[config.mk]
export PLATFORM = sky130hd
export DESIGN_NAME = base64_stream_encoder
export DESIGN_NICKNAME = d
export VERILOG_FILES = /design/src/design/b64se_pkg.sv /design/src/design/b64se_encoder.sv /design/src/design/b64se_out_buf.sv /design/src/design/base64_stream_encoder.sv
export SDC_FILE = /design/constraint.sdc
export NUM_CORES = 1
export LEC_CHECK = 0
export BUFFER_PORTS_ARGS = -buffer_cell sky130_fd_sc_hd__buf_2
export CAP_MARGIN = 15
export CORE_MARGIN = 1
export CORE_UTILIZATION = 55
export CTS_CLUSTER_DIAMETER = 30
export CTS_CLUSTER_SIZE = 30
export DETAILED_ROUTE_END_ITERATION = 10
export GPL_ROUTABILITY_DRIVEN = 1
export PLACE_DENSITY = 0.74
export SLEW_MARGIN = 40
export SYNTH_ARGS = -nofsm -noshare
export SYNTH_HDL_FRONTEND = slang
export SYNTH_HIERARCHICAL = 1
export SYNTH_SLANG_ARGS = --single-unit
export TNS_END_PERCENT = 10
[constraint.sdc]
create_clock -name clock -period 7.1 [get_ports clock]
set_input_delay 1.42 -clock clock [delete_from_list [all_inputs] [get_ports clock]]
set_output_delay 1.42 -clock clock [all_outputs]
set_load 0.1 [all_outputs]
[src/design/b64se_pkg.sv]
package b64se_pkg;

   // payload of one input transfer
   typedef struct packed {
      logic [7:0] data_byte;
      logic       last_byte;
   } req_type;

   // payload of one result transfer
   typedef struct packed {
      logic [6:0] char_code;
      logic       last_char;
   } rsp_type;

   localparam int unsigned GROUP_CHARS = 4;

   // characters produced by one input byte, oldest in entry 0
   typedef struct packed {
      logic [GROUP_CHARS-1:0][6:0] chars;
      logic [2:0]                  count;
      logic                        last;
   } group_type;

   // configuration register indexes
   typedef enum logic [1:0] {
      CSR_URL_ALPHABET = 2'd0,
      CSR_LINE_WRAP    = 2'd1
   } csr_index_type;

   localparam logic [6:0] PAD_CHAR     = 7'h3d;
   localparam logic [6:0] NEWLINE_CHAR = 7'h0a;
   localparam logic [5:0] WRAP_BYTES   = 6'd48;

   // six-bit value to its base64 character
   function automatic logic [6:0] sym(input logic [5:0] v, input logic url);
      logic [6:0] r;
      if (v < 6'd26) begin
         r = 7'd65 + {1'b0, v};
      end else if (v < 6'd52) begin
         r = 7'd71 + {1'b0, v};
      end else if (v < 6'd62) begin
         r = {1'b0, v} - 7'd4;
      end else if (v == 6'd62) begin
         r = url ? 7'd45 : 7'd43;
      end else begin
         r = url ? 7'd95 : 7'd47;
      end
      return r;
   endfunction

endpackage

[src/design/b64se_encoder.sv]
module b64se_encoder (
   input  logic                clock,
   input  logic                reset,
   input  logic                accept,
   input  b64se_pkg::req_type  req_data,
   input  logic                url_alphabet,
   input  logic                line_wrap,
   output b64se_pkg::group_type group
);

   logic [3:0] leftover_ff, leftover_in;
   logic [1:0] phase_ff, phase_in;
   logic [5:0] wrap_count_ff, wrap_count_in;

   logic [7:0] b;
   logic       last;
   logic       group_done;
   logic [5:0] count_inc;

   assign b    = req_data.data_byte;
   assign last = req_data.last_byte;
   assign count_inc = wrap_count_ff + 6'd1;

   // characters and next state for the byte on the input
   always_comb begin
      group.chars = '0;
      group.count = 3'd1;
      group.last  = last;
      group_done  = 1'b0;
      leftover_in = leftover_ff;
      phase_in    = phase_ff;
      wrap_count_in = count_inc;
      case (phase_ff)
         2'd1: begin
            group.chars[0] = b64se_pkg::sym({leftover_ff[1:0], b[7:4]}, url_alphabet);
            leftover_in    = b[3:0];
            phase_in       = 2'd2;
            if (last) begin
               group.chars[1] = b64se_pkg::sym({b[3:0], 2'b00}, url_alphabet);
               group.chars[2] = b64se_pkg::PAD_CHAR;
               group.count    = 3'd3;
            end
         end
         2'd2: begin
            group.chars[0] = b64se_pkg::sym({leftover_ff, b[7:6]}, url_alphabet);
            group.chars[1] = b64se_pkg::sym(b[5:0], url_alphabet);
            group.count    = 3'd2;
            leftover_in    = 4'd0;
            phase_in       = 2'd0;
            group_done     = 1'b1;
         end
         default: begin
            group.chars[0] = b64se_pkg::sym(b[7:2], url_alphabet);
            leftover_in    = {2'b00, b[1:0]};
            phase_in       = 2'd1;
            if (last) begin
               group.chars[1] = b64se_pkg::sym({b[1:0], 4'b0000}, url_alphabet);
               group.chars[2] = b64se_pkg::PAD_CHAR;
               group.chars[3] = b64se_pkg::PAD_CHAR;
               group.count    = 3'd4;
            end
         end
      endcase
      // line break after a full line of input bytes
      if (group_done && count_inc >= b64se_pkg::WRAP_BYTES) begin
         wrap_count_in = 6'd0;
         if (line_wrap) begin
            group.chars[2] = b64se_pkg::NEWLINE_CHAR;
            group.count    = 3'd3;
         end
      end
      // message end returns to the start of a group
      if (last) begin
         leftover_in   = 4'd0;
         phase_in      = 2'd0;
         wrap_count_in = 6'd0;
      end
   end

   // group state
   always_ff @(posedge clock) begin
      if (reset) begin
         leftover_ff   <= 4'd0;
         phase_ff      <= 2'd0;
         wrap_count_ff <= 6'd0;
      end else if (accept) begin
         leftover_ff   <= leftover_in;
         phase_ff      <= phase_in;
         wrap_count_ff <= wrap_count_in;
      end
   end

`ifndef SYNTHESIS
   a_phase_range: assert property (@(posedge clock) disable iff (reset)
      phase_ff != 2'd3)
      else $error("group phase left its range");
   a_wrap_range: assert property (@(posedge clock) disable iff (reset)
      wrap_count_ff < b64se_pkg::WRAP_BYTES)
      else $error("line byte count past a full line");
   a_group_start_clean: assert property (@(posedge clock) disable iff (reset)
      phase_ff == 2'd0 |-> leftover_ff == 4'd0)
      else $error("leftover bits kept at group start");
`endif

endmodule

[src/design/b64se_out_buf.sv]
module b64se_out_buf (
   input  logic                 clock,
   input  logic                 reset,
   input  logic                 load,
   input  b64se_pkg::group_type group,
   output logic                 free,
   output logic                 rsp_valid,
   input  logic                 rsp_ready,
   output b64se_pkg::rsp_type   rsp_data
);

   localparam int unsigned N = b64se_pkg::GROUP_CHARS;

   logic [N-1:0][6:0] chars_ff, chars_in;
   logic [2:0]        count_ff, count_in;
   logic              last_ff, last_in;
   logic              xfer;

   assign xfer      = rsp_valid && rsp_ready;
   assign rsp_valid = count_ff != 3'd0;
   assign free      = (count_ff == 3'd0) || (count_ff == 3'd1 && rsp_ready);

   assign rsp_data.char_code = chars_ff[0];
   assign rsp_data.last_char = last_ff && count_ff == 3'd1;

   // load a fresh group or shift out the oldest character
   always_comb begin
      chars_in = chars_ff;
      count_in = count_ff;
      last_in  = last_ff;
      if (load) begin
         chars_in = group.chars;
         count_in = group.count;
         last_in  = group.last;
      end else if (xfer) begin
         chars_in = {7'd0, chars_ff[N-1:1]};
         count_in = count_ff - 3'd1;
      end
   end

   always_ff @(posedge clock) begin
      if (reset) begin
         count_ff <= 3'd0;
         last_ff  <= 1'b0;
      end else begin
         count_ff <= count_in;
         last_ff  <= last_in;
      end
   end

   always_ff @(posedge clock) begin
      chars_ff <= chars_in;
   end

`ifndef SYNTHESIS
   a_count_range: assert property (@(posedge clock) disable iff (reset)
      count_ff <= 3'(N))
      else $error("character count over buffer depth");
   a_load_count: assert property (@(posedge clock) disable iff (reset)
      load |=> count_ff == $past(group.count))
      else $error("loaded group lost or merged");
   a_drain: assert property (@(posedge clock) disable iff (reset)
      xfer && count_ff == 3'd1 && !load |=> count_ff == 3'd0)
      else $error("buffer not empty after final character");
`endif

endmodule

[src/design/base64_stream_encoder.sv]
// base64 stream encoder
// input channel req_*: one raw byte per transfer, last_byte marks the end
// of a message. result channel rsp_*: one ascii character per transfer,
// last_char on the final character of the message (padding, newline or data).
// config channel csr_*: index 0 selects the url-safe alphabet, index 1
// turns on a newline after every 48 input bytes; always ready, write only
// between messages.
// each byte yields 1 to 4 characters, held in a four-entry output buffer
// that sends one character per cycle while rsp_ready is high. the first
// character of a byte is on rsp in the cycle after its input transfer. a
// new byte is taken in the cycle the buffer sends its final character, so
// throughput is set by the output port.
// a receiver stall holds the buffer and with it req_ready.
// reset (synchronous) empties the buffer, clears the group position and
// line count, and selects the standard alphabet with no line breaks.
module base64_stream_encoder (
   input  logic               clock,
   input  logic               reset,
   input  logic               req_valid,
   output logic               req_ready,
   input  b64se_pkg::req_type req_data,
   output logic               rsp_valid,
   input  logic               rsp_ready,
   output b64se_pkg::rsp_type rsp_data,
   input  logic               csr_valid,
   output logic               csr_ready,
   input  logic [1:0]         csr_index,
   input  logic               csr_wdata
);

   logic                 url_ff;
   logic                 wrap_ff;
   logic                 accept;
   logic                 free;
   b64se_pkg::group_type group;

   assign csr_ready = 1'b1;
   assign req_ready = free;
   assign accept    = req_valid && free;

   // configuration registers
   always_ff @(posedge clock) begin
      if (reset) begin
         url_ff  <= 1'b0;
         wrap_ff <= 1'b0;
      end else if (csr_valid) begin
         case (b64se_pkg::csr_index_type'(csr_index))
            b64se_pkg::CSR_URL_ALPHABET: url_ff  <= csr_wdata;
            b64se_pkg::CSR_LINE_WRAP:    wrap_ff <= csr_wdata;
            default: ;
         endcase
      end
   end

   b64se_encoder u_encoder (
      .clock        (clock),
      .reset        (reset),
      .accept       (accept),
      .req_data     (req_data),
      .url_alphabet (url_ff),
      .line_wrap    (wrap_ff),
      .group        (group)
   );

   b64se_out_buf u_out_buf (
      .clock     (clock),
      .reset     (reset),
      .load      (accept),
      .group     (group),
      .free      (free),
      .rsp_valid (rsp_valid),
      .rsp_ready (rsp_ready),
      .rsp_data  (rsp_data)
   );

endmodule

==> impl_metrics.env <==
export IMPL_htree_num_levels=2
export IMPL_power_leakage_nw=1.69
export IMPL_gp_congestion=1.01
export IMPL_ir_drop_v=0.000418
export IMPL_r2r_slack_ps=3860
export IMPL_maxCapViolCount=0
export IMPL_synth_area_mux_share_pct=7.30
export IMPL_synth_compound_area_share_pct=22.7
export IMPL_clkTransAtPathRegs_ps=90
export IMPL_cts_hold_buf=0
export IMPL_power_share_switching_pct=46.3
export IMPL_synthArstFlopShare_pct=0
export IMPL_p_int_mw=0.685
export IMPL_hold_ws_ps=490
export IMPL_grt_pass1_wl_mm=18.7
export IMPL_synth_area_leader_cell="edfxtp_1"
export IMPL_synthAdderAreaFrac_pct=8.04
export IMPL_hold_class="reg2reg"
export IMPL_dr_pass1_iters=6
export IMPL_syn_inst=539
export IMPL_viasPerCell=6.67
export IMPL_reg2reg_from="u_encoder/leftover_ff[0]"
export IMPL_start_util_pct=57.5
export IMPL_power_switching_mw=0.592
export IMPL_synthTopCellsByCount="nand2_1, nor2_1, ha_1"
export IMPL_tns_ps=0
export IMPL_antenna_cells=0
export IMPL_multi_input_area_um2=2910
export IMPL_postRouteAntennaNets=0
export IMPL_seq_area_um2=1200
export IMPL_skew_ps=11.2
export IMPL_fmax_mhz=245
export IMPL_path_class="in2reg"
export IMPL_finalHoldViolations=0
export IMPL_clockRootBuffer="clkbuf_8"
export IMPL_synth_simple_gate_area_share_pct=21.9
export IMPL_yosys_cell_types_count=74
export IMPL_grt_pass1_vias=3844
export IMPL_clockBufferDepth=2
export IMPL_grt_max_degree=45
export IMPL_synthToLayoutAreaGrowth_pct=1.33
export IMPL_fin_crit_sh_pct=57.5
export IMPL_vias=4159
export IMPL_nets=567
export IMPL_crit_fanout=20
export IMPL_post_dp_hpwl_mm=8.14
export IMPL_fin_util_pct=58.2
export IMPL_synth_top_family_by_area="compound AO/OA/AOI/OAI gates"
export IMPL_min_period_ps=4080
export IMPL_r2r_end="u_out_buf/rsp_data[2]"
export IMPL_status="complete, no violations"
export IMPL_antenna_found_initial=0
export IMPL_synth_seq_cells=46
export IMPL_synth_flop_cell="edfxtp_1"
export IMPL_synth_edf_count=28
export IMPL_gr_total_overflow=0
export IMPL_nFillCells=727
export IMPL_dieWidth_um=92.6
export IMPL_power_density_nw_per_um2=279
export IMPL_pwr_share_clk_pct=12.1
export IMPL_synth_top_area_share_pct=18.6
export IMPL_grt_util_all_layers_pct=27.1
export IMPL_numCtsBuffers=5
export IMPL_hold_depth=2
export IMPL_slew_headroom_pct=47.2
export IMPL_synth_xor_area_share_pct=4.27
export IMPL_ctsResizeCount=0
export IMPL_worstMarginPinSlew_ps=791
export IMPL_clock_latency_ps=290
export IMPL_seq_power_share_pct=36.0
export IMPL_final_max_slew_violation_count=0
export IMPL_portBuffers=26
export IMPL_critPathArrivalTime_ps=4130
export IMPL_netlist_area_um2=4510
export IMPL_end_kind="register"
export IMPL_synthTopCellsByArea="edfxtp_1, ha_1, dfxtp_1, mux2_2, xnor2_1"
export IMPL_cts_tree="yes"
export IMPL_min_delay_start="wrap_ff"
export IMPL_drc=0
export IMPL_std_cell_rows=32
export IMPL_coreArea_um2=7850
export IMPL_rsz0062_at_grt="no"
export IMPL_die_area_um2=8570
export IMPL_cts_sinks=46
export IMPL_die_h_um=92.6
export IMPL_wl_per_cell_um=18.2
export IMPL_routed_wl_mm=11.4
export IMPL_finalSetupViolations=0
export IMPL_pin_count=28
export IMPL_worst_r2r_cell_count=8
export IMPL_crit_path_start_kind="input port"
export IMPL_crit_path_start="req_data[4]"
export IMPL_drive_above_1_share_pct=14.2
export IMPL_required_ps=7150
export IMPL_drtIter0Drc=556
export IMPL_hold_end="wrap_ff"
export IMPL_ys_warn_count=6
export IMPL_power_mw=1.28
export IMPL_post_cts_buffers=0
export IMPL_combPwrFrac_pct=51.9
export IMPL_avgSynthCellArea_um2=8.37
export IMPL_seq_area_frac_synth_pct=26.6
## layer usage
| metal | global-route usage (%) | vias to the layer above | wire [µm] |
|---|---|---|---|
| met4 | 9.11 | 0 | 331 |
| met2 | 42.7 | 247 | 5060 |
| met3 | 6.40 | 28 | 1100 |
| met5 | 0 | - | 0 |
| met1 | 36.3 | 1949 | 4880 |
| li1 | - | 1935 | - |
## placed cells by master (no fill, tap or decap), types with 6 or more instances in the layout
cell type,n
a21oi_1,24
a31oi_1,14
ha_1,29
nor3_1,14
edfxtp_1,28
nand3_1,28
xnor2_1,21
nor4_1,7
mux2_2,23
nor2_1,35
inv_1,25
nand2_1,35
buf_2,26
o21ai_0,25
nand3b_1,8
a211oi_1,8
nor2b_1,11
dfxtp_1,18
nand4_1,6
mux2i_1,7
o211ai_1,11
nand2b_1,9
and2_1,8
## through the flow
stage	instances	setup slack, ps	area, µm²
after floorplan	541	2570	4520
after global placement	616	2850	4480
after detailed placement	616	2790	4480
after CTS	624	3130	4570
after global routing	624	2830	4570
final	624	3020	4570
## cell type report
cell class / instances / share of cell area [%]
clock buffers: 6 / 1.59
clock inverters: 2 / 0.301
inverters: 26 / 2.14
multi-input cells: 414 / 63.7
flip-flops and latches: 46 / 26.3
well taps: 102 / 2.79
repair buffers: 28 / 3.18
## sequential cells by signal, summed over array words and instances (netlist names)
name / count
u_encoder/leftover_ff: 4
u_encoder/phase_ff: 2
u_encoder/wrap_count_ff: 6
u_out_buf/chars_ff: 21
u_out_buf/count_ff: 3
u_out_buf/last_ff: 1
u_out_buf/rsp_data: 7
url_ff: 1
wrap_ff: 1
## worst max-delay path, stage by stage
cell and delay [ps]:
buf_2 350, ha_1 400, nor2b_1 600, xnor2_1 200
ha_1 210, nand2_1 60, o21ai_0 180, a221oi_1 120
or3_1 320, mux2_2 260
## worst max-delay path by stage
stage / endpoint / slack (ps)
2_1_floorplan: u_out_buf/chars_ff[10] / 2570
4_1_cts: u_out_buf/chars_ff[13] / 3130
5_1_grt: u_out_buf/chars_ff[11] / 2830
3_5_place_dp: u_out_buf/chars_ff[13] / 2790
6_report: u_out_buf/chars_ff[13] / 3020
3_3_place_gp: u_out_buf/chars_ff[11] / 2850
## power by group through the flow
stage	Combinational (mW)	Clock [mW]	Sequential (mW)
after floorplan	0.594	0	0.450
after global placement	0.649	0	0.462
final	0.663	0.154	0.460
after detailed placement	0.658	0	0.467
after global routing	0.708	0.169	0.468
after CTS	0.660	0.159	0.460
## kinds of logic (layout without fill, tap and decap cells)
logic type | count (synthesis) | in the layout
AND/OR/NAND/NOR | 186 | 186
AO/OA/AOI/OAI | 143 | 143
buffers and inverters | 81 | 62
flip-flops | 46 | 46
multiplexers | 30 | 30
adder cells (fa/ha/maj) | 29 | 29
XOR/XNOR | 22 | 22
other | 2 | 4
No activity file was read; power rests on OpenSTA's default activity.
